### src/rtl/core/sbd_pkg.sv
// Shared types and constants for the shuffle bag draw/refill block.
// No dependencies; compiled first.
package sbd_pkg;

    localparam int MODE_W    = 2;
    localparam int WORD_W    = 32;
    localparam int RANGE_W   = 7;
    localparam int OUT_VAL_W = 6;
    localparam int BIT_CNT_W = $clog2(WORD_W);

    localparam logic [RANGE_W-1:0] RANGE_END_RST = 7'd40;

    localparam logic [MODE_W-1:0] MODE_DRAW        = 2'd0;
    localparam logic [MODE_W-1:0] MODE_DRAW_REFILL = 2'd1;
    localparam logic [MODE_W-1:0] MODE_REFILL      = 2'd2;

    typedef enum logic [2:0] {
        S_INIT,
        S_IDLE,
        S_DECIDE,
        S_REFILL,
        S_DIV,
        S_FETCH,
        S_SHIFT,
        S_OUT
    } t_state;

endpackage

### src/rtl/core/sbd_req_if.sv
// Request channel: mode and random word, valid/ready handshake.
// Depends on sbd_pkg.
interface sbd_req_if import sbd_pkg::*; ();
    logic              valid;
    logic              ready;
    logic [MODE_W-1:0] mode;
    logic [WORD_W-1:0] random_word;

    modport source (output valid, output mode, output random_word, input ready);
    modport sink   (input valid, input mode, input random_word, output ready);
endinterface

### src/rtl/core/sbd_rsp_if.sv
// Result channel: drawn value and bag status, valid/ready handshake.
// Depends on sbd_pkg.
interface sbd_rsp_if import sbd_pkg::*; ();
    logic                 valid;
    logic                 ready;
    logic [OUT_VAL_W-1:0] drawn_value;
    logic                 got_value;
    logic [OUT_VAL_W-1:0] remaining;
    logic                 bag_empty;

    modport source (output valid, output drawn_value, output got_value,
                    output remaining, output bag_empty, input ready);
    modport sink   (input valid, input drawn_value, input got_value,
                    input remaining, input bag_empty, output ready);
endinterface

### src/rtl/core/sbd_cfg_if.sv
// Configuration write channel carrying range_end, valid/ready handshake.
// Depends on sbd_pkg.
interface sbd_cfg_if import sbd_pkg::*; ();
    logic               valid;
    logic               ready;
    logic [RANGE_W-1:0] range_end;

    modport source (output valid, output range_end, input ready);
    modport sink   (input valid, input range_end, output ready);
endinterface

### src/rtl/core/shuffle_bag_draw_refill.sv
// Shuffle bag: draws 1..min(range_end, MAX_ENTRIES)-1 without replacement and refills
// from the picked list. Depends on sbd_pkg, sbd_req_if, sbd_rsp_if and sbd_cfg_if.
//
// One request is worked at a time; the request port is ready only while idle. A draw
// runs a bit-serial restoring remainder (random_word mod bag_count) on one shared
// subtractor, then the bag memory (one write port, one registered read port) is
// streamed one entry per cycle to close the gap. A refill copies one entry per cycle
// from the picked memory. After reset and after every range_end write the bag memory
// is loaded by a fill pass, during which no request is taken; configuration writes
// are always accepted and restart that pass. A finished result waits in an output
// register, so the next request can be taken before it is read.
module shuffle_bag_draw_refill import sbd_pkg::*; #(
    parameter int MAX_ENTRIES = 64
) (
    input  logic      i_clk,
    input  logic      i_rst_n,
    sbd_req_if.sink   i_req,
    sbd_rsp_if.source o_rsp,
    sbd_cfg_if.sink   i_cfg
);

    localparam int IW = $clog2(MAX_ENTRIES);
    localparam int CW = $clog2(MAX_ENTRIES + 1);
    localparam int LW = (CW > RANGE_W) ? CW : RANGE_W;

    t_state r_state, n_state;

    logic [RANGE_W-1:0]   r_range, n_range;
    logic [CW-1:0]        r_bag_cnt, n_bag_cnt;
    logic [CW-1:0]        r_pick_cnt, n_pick_cnt;
    logic [CW-1:0]        r_ptr, n_ptr;
    logic                 r_first, n_first;
    logic                 r_pend, n_pend;
    logic [MODE_W-1:0]    r_mode, n_mode;
    logic [WORD_W-1:0]    r_word, n_word;
    logic [CW-1:0]        r_rem, n_rem;
    logic [BIT_CNT_W-1:0] r_bit, n_bit;
    logic [IW-1:0]        r_val, n_val;
    logic                 r_got, n_got;

    logic                 r_out_valid, n_out_valid;
    logic [OUT_VAL_W-1:0] r_out_val, n_out_val;
    logic                 r_out_got, n_out_got;
    logic [OUT_VAL_W-1:0] r_out_rem, n_out_rem;
    logic                 r_out_empty, n_out_empty;

    logic [IW-1:0] r_bag  [MAX_ENTRIES];
    logic [IW-1:0] r_pick [MAX_ENTRIES];
    logic [IW-1:0] r_rd;
    logic [IW-1:0] r_prd;

    logic          bag_we;
    logic [IW-1:0] bag_waddr;
    logic [IW-1:0] bag_wdata;
    logic [IW-1:0] bag_raddr;
    logic          pick_we;

    logic          req_acc;
    logic          cfg_acc;
    logic          out_load;
    logic [LW-1:0] range_lim;
    logic          init_more;
    logic          refill_done;
    logic          shift_more;
    logic [CW:0]   rem_sh;
    logic          rem_ge;

    assign i_req.ready = (r_state == S_IDLE);
    assign i_cfg.ready = 1'b1;
    assign req_acc     = i_req.valid && i_req.ready;
    assign cfg_acc     = i_cfg.valid && i_cfg.ready;

    assign o_rsp.valid       = r_out_valid;
    assign o_rsp.drawn_value = r_out_val;
    assign o_rsp.got_value   = r_out_got;
    assign o_rsp.remaining   = r_out_rem;
    assign o_rsp.bag_empty   = r_out_empty;

    assign out_load = (r_state == S_OUT) && (!r_out_valid || o_rsp.ready);

    // clamp the range to the bag capacity
    assign range_lim = (LW'(r_range) > LW'(MAX_ENTRIES)) ? LW'(MAX_ENTRIES)
                                                         : LW'(r_range);
    assign init_more   = (LW'(r_ptr) + LW'(1)) < range_lim;
    assign refill_done = !r_pend && (r_ptr >= r_pick_cnt);
    assign shift_more  = r_ptr < r_bag_cnt;

    // shared restoring remainder step
    assign rem_sh = {r_rem, r_word[WORD_W-1]};
    assign rem_ge = rem_sh >= {1'b0, r_bag_cnt};

    // next state
    always_comb begin
        n_state = r_state;
        unique case (r_state)
            S_INIT: begin
                if (!init_more) n_state = S_IDLE;
            end
            S_IDLE: begin
                if (req_acc) n_state = S_DECIDE;
            end
            S_DECIDE: begin
                case (r_mode)
                    MODE_DRAW:        n_state = (r_bag_cnt == '0) ? S_OUT : S_DIV;
                    MODE_DRAW_REFILL: n_state = (r_bag_cnt == '0) ? S_REFILL : S_DIV;
                    MODE_REFILL:      n_state = S_REFILL;
                    default:          n_state = S_OUT;
                endcase
            end
            S_REFILL: begin
                if (refill_done) begin
                    if (r_mode == MODE_REFILL || r_bag_cnt == '0) n_state = S_OUT;
                    else n_state = S_DIV;
                end
            end
            S_DIV: begin
                if (r_bit == BIT_CNT_W'(WORD_W - 1)) n_state = S_FETCH;
            end
            S_FETCH: n_state = S_SHIFT;
            S_SHIFT: begin
                if (!shift_more) n_state = S_OUT;
            end
            S_OUT: begin
                if (out_load) n_state = S_IDLE;
            end
            default: n_state = S_INIT;
        endcase
        if (cfg_acc) n_state = S_INIT;
    end

    // datapath and memory controls
    always_comb begin
        n_range     = r_range;
        n_bag_cnt   = r_bag_cnt;
        n_pick_cnt  = r_pick_cnt;
        n_ptr       = r_ptr;
        n_first     = r_first;
        n_pend      = r_pend;
        n_mode      = r_mode;
        n_word      = r_word;
        n_rem       = r_rem;
        n_bit       = r_bit;
        n_val       = r_val;
        n_got       = r_got;
        n_out_valid = r_out_valid && !o_rsp.ready;
        n_out_val   = r_out_val;
        n_out_got   = r_out_got;
        n_out_rem   = r_out_rem;
        n_out_empty = r_out_empty;
        bag_we      = 1'b0;
        bag_waddr   = r_ptr[IW-1:0];
        bag_wdata   = IW'(r_ptr) + IW'(1);
        bag_raddr   = r_ptr[IW-1:0];
        pick_we     = 1'b0;

        unique case (r_state)
            S_INIT: begin
                if (init_more) begin
                    bag_we    = 1'b1;
                    n_ptr     = r_ptr + CW'(1);
                    n_bag_cnt = r_bag_cnt + CW'(1);
                end
            end
            S_IDLE: begin
                if (req_acc) begin
                    n_mode = i_req.mode;
                    n_word = i_req.random_word;
                    n_got  = 1'b0;
                    n_val  = '0;
                end
            end
            S_DECIDE: begin
                n_ptr  = '0;
                n_pend = 1'b0;
                n_rem  = '0;
                n_bit  = '0;
            end
            S_REFILL: begin
                // append picked entries behind the bag tail, one per cycle
                if (r_pend) begin
                    bag_we    = 1'b1;
                    bag_waddr = r_bag_cnt[IW-1:0];
                    bag_wdata = r_prd;
                    n_bag_cnt = r_bag_cnt + CW'(1);
                end
                if (r_ptr < r_pick_cnt) begin
                    n_ptr  = r_ptr + CW'(1);
                    n_pend = 1'b1;
                end else begin
                    n_pend = 1'b0;
                end
                if (refill_done) begin
                    n_pick_cnt = '0;
                    n_rem      = '0;
                    n_bit      = '0;
                end
            end
            S_DIV: begin
                n_rem  = rem_ge ? CW'(rem_sh - {1'b0, r_bag_cnt}) : rem_sh[CW-1:0];
                n_word = {r_word[WORD_W-2:0], 1'b0};
                n_bit  = r_bit + BIT_CNT_W'(1);
            end
            S_FETCH: begin
                bag_raddr = r_rem[IW-1:0];
                n_ptr     = r_rem + CW'(1);
                n_first   = 1'b1;
            end
            S_SHIFT: begin
                // r_rd holds the entry at r_ptr-1: take it or move it down one place
                if (r_first) begin
                    n_val   = r_rd;
                    pick_we = 1'b1;
                end else begin
                    bag_we    = 1'b1;
                    bag_waddr = IW'(r_ptr - CW'(2));
                    bag_wdata = r_rd;
                end
                n_first = 1'b0;
                if (shift_more) begin
                    n_ptr = r_ptr + CW'(1);
                end else begin
                    n_bag_cnt  = r_bag_cnt - CW'(1);
                    n_pick_cnt = r_pick_cnt + CW'(1);
                    n_got      = 1'b1;
                end
            end
            S_OUT: begin
                if (out_load) begin
                    n_out_valid = 1'b1;
                    n_out_val   = r_got ? OUT_VAL_W'(r_val) : '0;
                    n_out_got   = r_got;
                    n_out_rem   = OUT_VAL_W'(r_bag_cnt);
                    n_out_empty = (r_bag_cnt == '0);
                end
            end
            default: ;
        endcase

        if (cfg_acc) begin
            n_range    = i_cfg.range_end;
            n_bag_cnt  = '0;
            n_pick_cnt = '0;
            n_ptr      = '0;
        end
    end

    always_ff @(posedge i_clk) begin
        if (!i_rst_n) begin
            r_state     <= S_INIT;
            r_range     <= RANGE_END_RST;
            r_bag_cnt   <= '0;
            r_pick_cnt  <= '0;
            r_ptr       <= '0;
            r_first     <= 1'b0;
            r_pend      <= 1'b0;
            r_bit       <= '0;
            r_got       <= 1'b0;
            r_out_valid <= 1'b0;
        end else begin
            r_state     <= n_state;
            r_range     <= n_range;
            r_bag_cnt   <= n_bag_cnt;
            r_pick_cnt  <= n_pick_cnt;
            r_ptr       <= n_ptr;
            r_first     <= n_first;
            r_pend      <= n_pend;
            r_bit       <= n_bit;
            r_got       <= n_got;
            r_out_valid <= n_out_valid;
        end
    end

    always_ff @(posedge i_clk) begin
        r_mode      <= n_mode;
        r_word      <= n_word;
        r_rem       <= n_rem;
        r_val       <= n_val;
        r_out_val   <= n_out_val;
        r_out_got   <= n_out_got;
        r_out_rem   <= n_out_rem;
        r_out_empty <= n_out_empty;
    end

    // bag memory: one write, one registered read per cycle
    always_ff @(posedge i_clk) begin
        if (bag_we) r_bag[bag_waddr] <= bag_wdata;
        r_rd <= r_bag[bag_raddr];
    end

    // picked memory: one write, one registered read per cycle
    always_ff @(posedge i_clk) begin
        if (pick_we) r_pick[r_pick_cnt[IW-1:0]] <= r_rd;
        r_prd <= r_pick[r_ptr[IW-1:0]];
    end

    // the picked count is cleared only at the end of a refill pass or by a range_end write
    a_capacity: assert property (@(posedge i_clk) disable iff (!i_rst_n)
        (r_state != S_REFILL) |->
            ((CW+1)'(r_bag_cnt) + (CW+1)'(r_pick_cnt) < (CW+1)'(MAX_ENTRIES)))
        else $error("bag and picked counts exceed capacity");

    a_rem_bound: assert property (@(posedge i_clk) disable iff (!i_rst_n)
        (r_state == S_DIV || r_state == S_FETCH) |-> (r_rem < r_bag_cnt))
        else $error("remainder not below bag count");

    a_shift_nonempty: assert property (@(posedge i_clk) disable iff (!i_rst_n)
        (r_state == S_SHIFT) |-> (r_bag_cnt != '0 && r_ptr <= r_bag_cnt))
        else $error("shift pass on empty bag or beyond its end");

    a_refill_ptr: assert property (@(posedge i_clk) disable iff (!i_rst_n)
        (r_state == S_REFILL) |-> (r_ptr <= r_pick_cnt))
        else $error("refill read pointer beyond picked count");

    a_draw_moves: assert property (@(posedge i_clk) disable iff (!i_rst_n)
        (r_state == S_SHIFT && !shift_more && !cfg_acc)
            |=> (r_pick_cnt == $past(r_pick_cnt) + CW'(1)))
        else $error("draw did not append to picked list");

endmodule
### src/flat_wrapper.sv
// flat-port wrapper written by rule: the top's interface ports become plain ports
module shuffle_bag_draw_refill_flat import sbd_pkg::*;
#(
    parameter int MAX_ENTRIES = 64
)
  (i_clk, i_rst_n, i_req_valid, i_req_mode, i_req_random_word, i_req_ready, o_rsp_valid, o_rsp_drawn_value, o_rsp_got_value, o_rsp_remaining, o_rsp_bag_empty, o_rsp_ready, i_cfg_valid, i_cfg_range_end, i_cfg_ready);
  sbd_req_if i_req_i ();
  sbd_rsp_if o_rsp_i ();
  sbd_cfg_if i_cfg_i ();
  input  logic i_clk;
  input  logic i_rst_n;
  input wire logic [$bits(i_req_i.valid)-1:0] i_req_valid;
  input wire logic [$bits(i_req_i.mode)-1:0] i_req_mode;
  input wire logic [$bits(i_req_i.random_word)-1:0] i_req_random_word;
  output wire logic [$bits(i_req_i.ready)-1:0] i_req_ready;
  output wire logic [$bits(o_rsp_i.valid)-1:0] o_rsp_valid;
  output wire logic [$bits(o_rsp_i.drawn_value)-1:0] o_rsp_drawn_value;
  output wire logic [$bits(o_rsp_i.got_value)-1:0] o_rsp_got_value;
  output wire logic [$bits(o_rsp_i.remaining)-1:0] o_rsp_remaining;
  output wire logic [$bits(o_rsp_i.bag_empty)-1:0] o_rsp_bag_empty;
  input wire logic [$bits(o_rsp_i.ready)-1:0] o_rsp_ready;
  input wire logic [$bits(i_cfg_i.valid)-1:0] i_cfg_valid;
  input wire logic [$bits(i_cfg_i.range_end)-1:0] i_cfg_range_end;
  output wire logic [$bits(i_cfg_i.ready)-1:0] i_cfg_ready;
  assign i_req_i.valid = i_req_valid;
  assign i_req_i.mode = i_req_mode;
  assign i_req_i.random_word = i_req_random_word;
  assign i_req_ready = i_req_i.ready;
  assign o_rsp_valid = o_rsp_i.valid;
  assign o_rsp_drawn_value = o_rsp_i.drawn_value;
  assign o_rsp_got_value = o_rsp_i.got_value;
  assign o_rsp_remaining = o_rsp_i.remaining;
  assign o_rsp_bag_empty = o_rsp_i.bag_empty;
  assign o_rsp_i.ready = o_rsp_ready;
  assign i_cfg_i.valid = i_cfg_valid;
  assign i_cfg_i.range_end = i_cfg_range_end;
  assign i_cfg_ready = i_cfg_i.ready;
  shuffle_bag_draw_refill #(.MAX_ENTRIES(MAX_ENTRIES)) u_core (.i_clk(i_clk), .i_rst_n(i_rst_n), .i_req(i_req_i), .o_rsp(o_rsp_i), .i_cfg(i_cfg_i));
endmodule
### config.mk
export PLATFORM = sky130hd
export DESIGN_NAME = shuffle_bag_draw_refill_flat
export DESIGN_NICKNAME = d
export VERILOG_FILES = /design/src/rtl/core/sbd_pkg.sv /design/src/rtl/core/sbd_req_if.sv /design/src/rtl/core/sbd_rsp_if.sv /design/src/rtl/core/sbd_cfg_if.sv /design/src/rtl/core/shuffle_bag_draw_refill.sv /design/src/flat_wrapper.sv
export SDC_FILE = /design/constraint.sdc
export NUM_CORES = 1
export LEC_CHECK = 0
export ABC_AREA = 1
export BUFFER_PORTS_ARGS = -buffer_cell sky130_fd_sc_hd__buf_2
export CAP_MARGIN = 20
export CORE_MARGIN = 2
export CORE_UTILIZATION = 40
export CTS_CLUSTER_SIZE = 12
export DETAILED_ROUTE_END_ITERATION = 16
export SLEW_MARGIN = 20
export SYNTH_ARGS = -nofsm -noshare
export SYNTH_HDL_FRONTEND = slang
export SYNTH_SLANG_ARGS = --single-unit
### constraint.sdc
create_clock -name i_clk -period 5 [get_ports i_clk]
set_input_delay 1 -clock i_clk [delete_from_list [all_inputs] [get_ports i_clk]]
set_output_delay 1 -clock i_clk [all_outputs]
set_load 0.005 [all_outputs]
======== Word level (Yosys, flattened, before mapping) ========
Memory sizes are Yosys's and may differ from the RTL's. A register that Yosys moved wholly into a read port is not among the register bits.
Cells that the tools add are included.
word-level totals
  register bits after elaboration ......... 101
  bits in writable memories ............... 768
  input port bits ......................... 46
  output and inout port bits .............. 17
  logic and storage cells ................. 145
  memories ................................ 2
operators by class
  add/subtract/negate cells ............... 9
  $lt $le $gt $ge ......................... 6
  eq/ne operators ......................... 21
  multiplexer cells ....................... 57
  bitwise logic cells ..................... 1
  reduce and logical (&&, ||, !) cells .... 31
memories
  memory         words  width  read ports  clocked after memory_dff  write ports  line                           text
  u_core.r_bag   64     6      1           1                         1            shuffle_bag_draw_refill.sv:47  logic [IW-1:0] r_bag [MAX_ENTRIES];
  u_core.r_pick  64     6      1           1                         1            shuffle_bag_draw_refill.sv:48  logic [IW-1:0] r_pick [MAX_ENTRIES];
operators by type and width
  kind                 count
  $mux 7               10
  $pmux 32 s2          1
  $mux 6               7
  $pmux 7 s3           2
  $pmux 6 s2           3
  $pmux 7 s5           1
  $mux 32              1
  $add 7x1->7 const B  4
  $pmux 3 s8           1
  $lt 7x7->1           3
  $mux 3               7
  $ne 2x1->1 const B   8
  $pmux 5 s3           1
  $mux 1               14
  $pmux 7 s2           1
  $eq 3x3->1 const B   4
  $reduce_bool 2->1    5
  $pmux 3 s3           1
  $reduce_and 3->1     3
  $ge 8x7->1           1
  $reduce_and 2->1     4
  $reduce_and 4->1     2
  $ge 7x7->1           1
  $gt 7x7->1 const B   1
  other kinds (26)     39

======== Logic depth before layout (Yosys ltp) ========
Gate-level depths: netlist of run 1.
  word-level depth ........................ 7
  gate-level depth with buffers ........... 17
  gate-level depth less buffers ........... 16

======== Least setup slack after synthesis of run 1 ========
OpenSTA, ideal clock, no wires.
  path type ............................... reg-to-reg
  start point ............................. register u_core.r_rd[1] (read register of u_core.r_bag)
  end point ............................... memory u_core.r_bag[0][1] (netlist bit), data pin
  library setup time ...................... 0.568 ns
  arrival ................................. 3.038 ns
  data required time ...................... 4.432 ns
  path slack .............................. 1.394 ns
  stages on the path, launching flop included .. 3
  path buffers ............................ 0
  period minus slack after synthesis ...... 3.606 ns
  cell sequence ........................... dfxtp_1 -> inv_1 -> o221ai_1
between the ends
  longest elaborated chain between the ends .. 2
ends and longest elaborated chain
  what                     line                            text
  start: declaration       shuffle_bag_draw_refill.sv:49   logic [IW-1:0] r_rd;
  $mux 6                   shuffle_bag_draw_refill.sv:210  if (r_first) begin
  $pmux 6 s2               shuffle_bag_draw_refill.sv:156  unique case (r_state)
  via u_core.bag_wdata[1]  shuffle_bag_draw_refill.sv:54   logic [IW-1:0] bag_wdata;
  end: declaration         shuffle_bag_draw_refill.sv:47
The timed path passes the listed nets, and every way through them passes these cells.

======== Final worst setup path of run 1 ========
  start point ............................. register u_core.r_ptr[4]
  end point ............................... memory u_core.r_bag[14][4] (netlist bit), enable pin
between the ends
  longest elaborated chain between the ends .. 6
  elaborated cells between the ends (all ways) .. 10
  classes of those cells .................. add/sub (2); order compare (1); mux (7)
ends and longest elaborated chain
  what                          line                            text
  start: declaration            shuffle_bag_draw_refill.sv:31   logic [CW-1:0] r_ptr, n_ptr;
  start signal: assignment      shuffle_bag_draw_refill.sv:264  r_ptr <= n_ptr;
  $add 7x1->7                   shuffle_bag_draw_refill.sv:84   assign init_more = (LW'(r_ptr) + LW'(1)) < range_lim;
  $lt 7x7->1                    shuffle_bag_draw_refill.sv:84
  $mux 1                        shuffle_bag_draw_refill.sv:158  if (init_more) begin
  $pmux 1 s3                    shuffle_bag_draw_refill.sv:156
  $mux 1                        shuffle_bag_draw_refill.sv:286  if (bag_we) r_bag[bag_waddr] <= bag_wdata;
  $mux 1 (implied by the code)  shuffle_bag_draw_refill.sv:286
Parallel ways exist; a longest one is shown, timed or not.

==> impl_metrics.env, run 1 <==
export IMPL_outcome="completed"
export IMPL_hold_viol=0
export IMPL_stdcell_count=4889
export IMPL_min_delay_start="u_core.r_range[5]$_SDFFE_PN1P_"
export IMPL_whs_ns=0.476
export IMPL_worstHoldEndpoint="u_core.r_range[5]$_SDFFE_PN1P_"
export IMPL_ant_nets=0
export IMPL_hold_buffers=0
export IMPL_cts_setup_buffers=0
export IMPL_finish_utilization_pct=44.7
export IMPL_synth_mux_area_share_pct=1.24
export IMPL_fp_dieW_um=315
export IMPL_finalClockSkew_ns=0.0332
export IMPL_setup_violations=0
export IMPL_drtIter0Drc=2086
export IMPL_drc=0
export IMPL_first_pass_iters=5
export IMPL_synth_simple_area_share_pct=18.4
export IMPL_ioPinCount=63
export IMPL_grt_pass1_wl_um=148000
export IMPL_clockBufferDepth=3
export IMPL_critPathLaunchType="register"
export IMPL_ys_async_sr_fraction_pct=0
export IMPL_vias=25800
export IMPL_maxSlewViolCount=0
export IMPL_synth_distinct_cells=53
export IMPL_first_global_vias=25000
export IMPL_r2r_start="u_core.r_ptr[4]$_SDFFE_PP0P_"
export IMPL_post_cts_resized=0
export IMPL_p_leak_nw=16.0
export IMPL_postSynthAreaPerCell_um2=10.9
export IMPL_synth_top_family_by_area="simple AND/OR/NAND/NOR gates"
export IMPL_gp_congestion=0.840
export IMPL_reg2reg_to="u_core.r_bag[14][4]$_DFFE_PP_"
export IMPL_drive_above_1_share_pct=7.89
export IMPL_hold_depth=2
export IMPL_finalCritPeriodShare_pct=80.1
export IMPL_routedWlPerCell_um=20.1
export IMPL_fin_tns_setup_ns=0
export IMPL_min_path_type="register to register"
export IMPL_period_minus_slack_ns=4.00
export IMPL_routed_wl_um=98200
export IMPL_syn_cell_area_um2=38600
export IMPL_synth_compound_area_share_pct=5.76
export IMPL_port_buffers=61
export IMPL_cp_arrival_ns=4.28
export IMPL_overflow=0
export IMPL_vias_per_cell=5.27
export IMPL_initial_core_util_pct=40.1
export IMPL_dp_cells=4733
export IMPL_clock_root_buffer="clkbuf_16"
export IMPL_hpwlAfterDp_um=58400
export IMPL_yosysWarnings=0
export IMPL_slew_headroom_pct=26.5
export IMPL_critPathMaxFanout=13
export IMPL_yosys_area_share_adder_pct=1.33
export IMPL_antenna_found_initial=0
export IMPL_worst_pin_slew_ns=1.10
export IMPL_cts_tree="yes"
export IMPL_ys_seq_area_share_pct=67.1
export IMPL_rsz0062_at_grt="false"
export IMPL_worstPathRequired_ns=5.28
export IMPL_clock_latency_ns=0.67
export IMPL_grt_usage_pct=19.6
export IMPL_n_antenna_cell=0
export IMPL_reg2reg_slack_ns=1.0
export IMPL_core_area_um2=96300
export IMPL_worstSetupEndpointType="register"
export IMPL_nets=3636
export IMPL_cts_buffers=91
export IMPL_power_w=0.0253
export IMPL_row_count=114
export IMPL_reg2regPathDepth=11
export IMPL_final_cell_mix="edfxtp_1, nand2_1, nand3_1, inv_1, nor2_1"
export IMPL_synth_xor_area_share_pct=0.408
export IMPL_fmax_ghz=0.250
export IMPL_maxCapViolCount=0
export IMPL_ys_flop_type="edfxtp_1"
export IMPL_grt_max_degree=147
export IMPL_die_area_um2=99100
export IMPL_ir_drop_v=0.000477
export IMPL_layout_commonest_cell="edfxtp_1"
export IMPL_path_class="register to register"
export IMPL_area_growth_pct=11.4
export IMPL_syn_nets=3618
export IMPL_die_h_um=315
export IMPL_power_density_nw_per_um2=589
export IMPL_clkTransAtPathRegs_ns=0.06
export IMPL_synth_seq_cells=881
export IMPL_syn_inst=3532
export IMPL_synth_edf_count=829
export IMPL_cts_sinks=881
export IMPL_htreeDepth=3
critical path, cell delays in order (launching register included):
cell and delay, ns:
dfxtp_1 0.73, nand2_1 0.21, nor2_1 0.15, xor2_1 0.42
inv_1 0.10, ha_1 0.29, nand2_1 0.09, o21a_1 0.17
nand3_1 0.17, nand2_2 0.38, nand4_4 0.37, nor2_1 0.54
area by class of cell:
class	count	area [um^2]
tap	1276	1600
fill	8944	53200
multi-input combinational	2097	10600
timing repair buffer	105	661
inverter	374	1410
clock buffer	126	2490
sequential	881	25900
clock inverter	30	328
cells by family (layout without fill, tap and decap cells):
kind of cell,Yosys count,after routing
compound gates,394,394
flops,881,881
buf+inv,554,635
xor+xnor,18,18
simple gates,1596,1596
mux,48,48
fa+ha+maj,40,40
other cells,1,1
worst max path at each step:
stage,from,to,cells past startpoint
2_1_floorplan,u_core.r_rd[1]$_DFF_P_,u_core.r_bag[0][1]$_DFFE_PP_,2
6_report,u_core.r_ptr[4]$_SDFFE_PP0P_,u_core.r_bag[14][4]$_DFFE_PP_,11
3_3_place_gp,u_core.r_ptr[4]$_SDFFE_PP0P_,u_core.r_bag[37][4]$_DFFE_PP_,11
4_1_cts,u_core.r_ptr[4]$_SDFFE_PP0P_,u_core.r_bag[37][3]$_DFFE_PP_,11
5_1_grt,u_core.r_ptr[4]$_SDFFE_PP0P_,u_core.r_bag[37][3]$_DFFE_PP_,11
3_5_place_dp,u_core.r_ptr[4]$_SDFFE_PP0P_,u_core.r_bag[37][5]$_DFFE_PP_,11
stage by stage:
stage	worst slack (ns)	cell area (um^2)
6_report	0.995	43100
5_1_grt	0.784	43100
4_1_cts	1.04	43100
3_5_place_dp	1.08	40200
3_3_place_gp	1.09	40200
2_1_floorplan	1.39	38600
power breakdown:
| group | switching (W) | internal [W] |
|---|---|---|
| clock | 0.00281 | 0.00369 |
| combinational | 0.00678 | 0.00224 |
| sequential | 0.000277 | 0.00954 |
state kept, by name, indices dropped and copies added, names as in the netlist, 7 cells and up:
register / count
u_core.r_rem: 7
u_core.r_word: 32
u_core.r_bag_cnt: 7
u_core.r_ptr: 7
u_core.r_bag: 384
u_core.r_range: 7
u_core.r_pick: 384
u_core.r_pick_cnt: 7
synthesized netlist by cell type (all sizes together) (2+ instances only):
cell	count	share of area (%)
edfxtp	829	64
nor3	6	0.078
o211ai	24	0.47
dfxtp	52	2.7
xnor2	6	0.14
ha	38	1.2
o22ai	51	0.86
nand4	20	0.65
inv	368	3.6
clkbuf	94	0.91
mux2i	48	1.2
xor2	12	0.27
or2	3	0.049
a21boi	2	0.039
o21a	5	0.097
clkinv	6	0.058
buf	86	1.1
a31oi	2	0.032
fa	2	0.10
nand2	743	7.3
nand3b	85	1.7
o221ai	4	0.091
a211oi	10	0.19
nand3	427	5.6
o21ai	176	2.3
nor2	309	3.1
a21oi	116	1.6
per-layer routing:
| metal | GRT usage (%) | vias up | share of wire (%) |
|---|---|---|---|
| met2 | 31.2 | 852 | 46 |
| li1 | - | 12200 | - |
| met5 | 0 | - | 0 |
| met3 | 3.87 | 173 | 7.3 |
| met4 | 6.47 | 0 | 2.8 |
| met1 | 26.9 | 12500 | 44 |
Power figures use the tool's default switching activity.
==> inputs of run 2 (changes only) <==
==> constraint.sdc (replaced) <==
create_clock -name i_clk -period 3.3 [get_ports i_clk]
set_input_delay 0.66 -clock i_clk [delete_from_list [all_inputs] [get_ports i_clk]]
set_output_delay 0.66 -clock i_clk [all_outputs]
set_load 0.005 [all_outputs]
==> run 2 against run 1 <==
Against the previous run: die area unchanged; utilization increased by 1.4 points; first-iteration DRC count increased by 10%; critical endpoint is now u_core.r_bag[63][3]$_DFFE_PP_; via count increased by 1.8%; sequential cell count unchanged.
==> impl_metrics.env, run 2 (synthesized netlist as in run 1, its figures left out) <==
export IMPL_outcome="completed"
export IMPL_power_density_nw_per_um2=886
export IMPL_path_class="register to register"
export IMPL_nets=3776
export IMPL_drive_above_1_share_pct=12.1
export IMPL_routed_wl_um=99100
export IMPL_core_area_um2=96300
export IMPL_final_cell_mix="edfxtp_1, nand2_1, nand3_1, inv_1, nor2_1"
export IMPL_maxCapViolCount=0
export IMPL_power_w=0.0394
export IMPL_highest_layer="met4"
export IMPL_period_minus_slack_ns=3.23
export IMPL_cts_setup_buffers=0
export IMPL_hold_buffers=0
export IMPL_critPathLaunchType="register"
export IMPL_setup_violations=0
export IMPL_drtIter0Drc=2305
export IMPL_cts_sinks=881
export IMPL_vias_per_cell=5.21
export IMPL_worstSetupEndpointType="register"
export IMPL_fp_dieW_um=315
export IMPL_dr_wl_met2_um=45800
export IMPL_finalClockSkew_ns=0.0436
export IMPL_drc=0
export IMPL_cp_arrival_ns=3.52
export IMPL_rsz0062_at_grt="true"
export IMPL_cts_buffers=92
export IMPL_clock_latency_ns=0.68
export IMPL_ioPinCount=63
export IMPL_p_leak_nw=16.8
export IMPL_row_count=114
export IMPL_fmax_ghz=0.310
export IMPL_hpwlAfterDp_um=60700
export IMPL_dp_cells=4872
export IMPL_cpLargestDelayFamily="simple AND/OR/NAND/NOR gates"
export IMPL_htreeDepth=3
export IMPL_layout_commonest_cell="edfxtp_1"
export IMPL_die_h_um=315
export IMPL_finalCritPeriodShare_pct=97.8
export IMPL_slowest_delay_ns=0.51
export IMPL_port_buffers=61
export IMPL_area_growth_pct=15.0
export IMPL_cp_cell_sequence="ha_1 > nand2_1 > inv_1 > nand3_1 > xnor2_1 > ha_1 > a21oi_1 > o21a_1 > nand3_1 > nand2_2 > buf_12 > nand4_4 > nor2_1"
export IMPL_worst_pin_slew_ns=0.857
export IMPL_crit_slowest_cell="nor2_1"
export IMPL_ir_drop_v=0.000984
export IMPL_wl_met3_um=6720
export IMPL_ant_nets=0
export IMPL_path_buf_inv=2
export IMPL_maxSlewViolCount=0
export IMPL_routedWlPerCell_um=19.7
export IMPL_clock_root_buffer="clkbuf_16"
export IMPL_min_path_type="primary input to register"
export IMPL_stdcell_count=5040
export IMPL_first_global_vias=25500
export IMPL_slew_headroom_pct=42.8
export IMPL_overflow=0
export IMPL_worstPathRequired_ns=3.59
export IMPL_die_area_um2=99100
export IMPL_grt_max_degree=108
export IMPL_first_pass_iters=6
export IMPL_grt_pass1_wl_um=151000
export IMPL_n_fill_cell=8743
export IMPL_critPathMaxFanout=8
export IMPL_antenna_found_initial=0
export IMPL_wl_met1_um=44400
export IMPL_gp_congestion=0.870
export IMPL_clockBufferDepth=3
export IMPL_finish_utilization_pct=46.2
export IMPL_vias=26200
export IMPL_clkTransAtPathRegs_ns=0.06
export IMPL_n_antenna_cell=0
export IMPL_grt_usage_pct=19.9
export IMPL_cts_tree="yes"
export IMPL_initial_core_util_pct=40.1
export IMPL_post_cts_resized=0
export IMPL_hold_viol=0
-- run 2: report_power, final --
group | total, W | internal [W] | switching [W]
clock network | 0.00998 | 0.00569 | 0.00429
registers | 0.0148 | 0.0144 | 0.000346
logic | 0.0146 | 0.00406 | 0.0106
-- run 2: final timing paths --
check	from	end	slack [ns]	depth (start not counted)
worst min-delay path	i_req_mode[1]	u_core.r_mode[1]$_DFFE_PP_	0.17	1
worst max-delay path	u_core.r_ptr[1]$_SDFFE_PP0P_	u_core.r_bag[63][3]$_DFFE_PP_	0.07	13
worst max register to register	u_core.r_ptr[1]$_SDFFE_PP0P_	u_core.r_bag[63][3]$_DFFE_PP_	0.07	13
worst min register to register	u_core.r_bag_cnt[2]$_SDFFE_PP0P_	u_core.o_rsp.remaining[2]$_DFFE_PP_	0.48	0
-- run 2: final cells by class --
class,instances,area [um^2],area share [%]
multi-input combinational,2097,10700,24.1
clock inverter,36,370,0.833
timing repair buffer,244,1910,4.30
tap,1276,1600,3.59
clock buffer,132,2500,5.63
inverter,374,1410,3.18
sequential,881,25900,58.4
-- run 2: per-stage QoR --
stage | hold slack (ns) | setup WS (ns) | TNS [ns] | area [um^2]
floorplan | 0.429 | 0.102 | 0 | 38700
global placement | 0.450 | 0.151 | 0 | 41500
detailed placement | 0.448 | 0.102 | 0 | 41500
CTS | 0.144 | 0.0620 | 0 | 44400
global route | 0.160 | -0.147 | -4.02 | 44400
finish | 0.174 | 0.0725 | 0 | 44400
-- run 2: routing by layer --
metal,vias to the layer above,GRT usage [%]
li1,12500,-
met1,12700,28.3
met2,929,31.8
met3,157,2.59
met4,0,5.80
met5,-,0
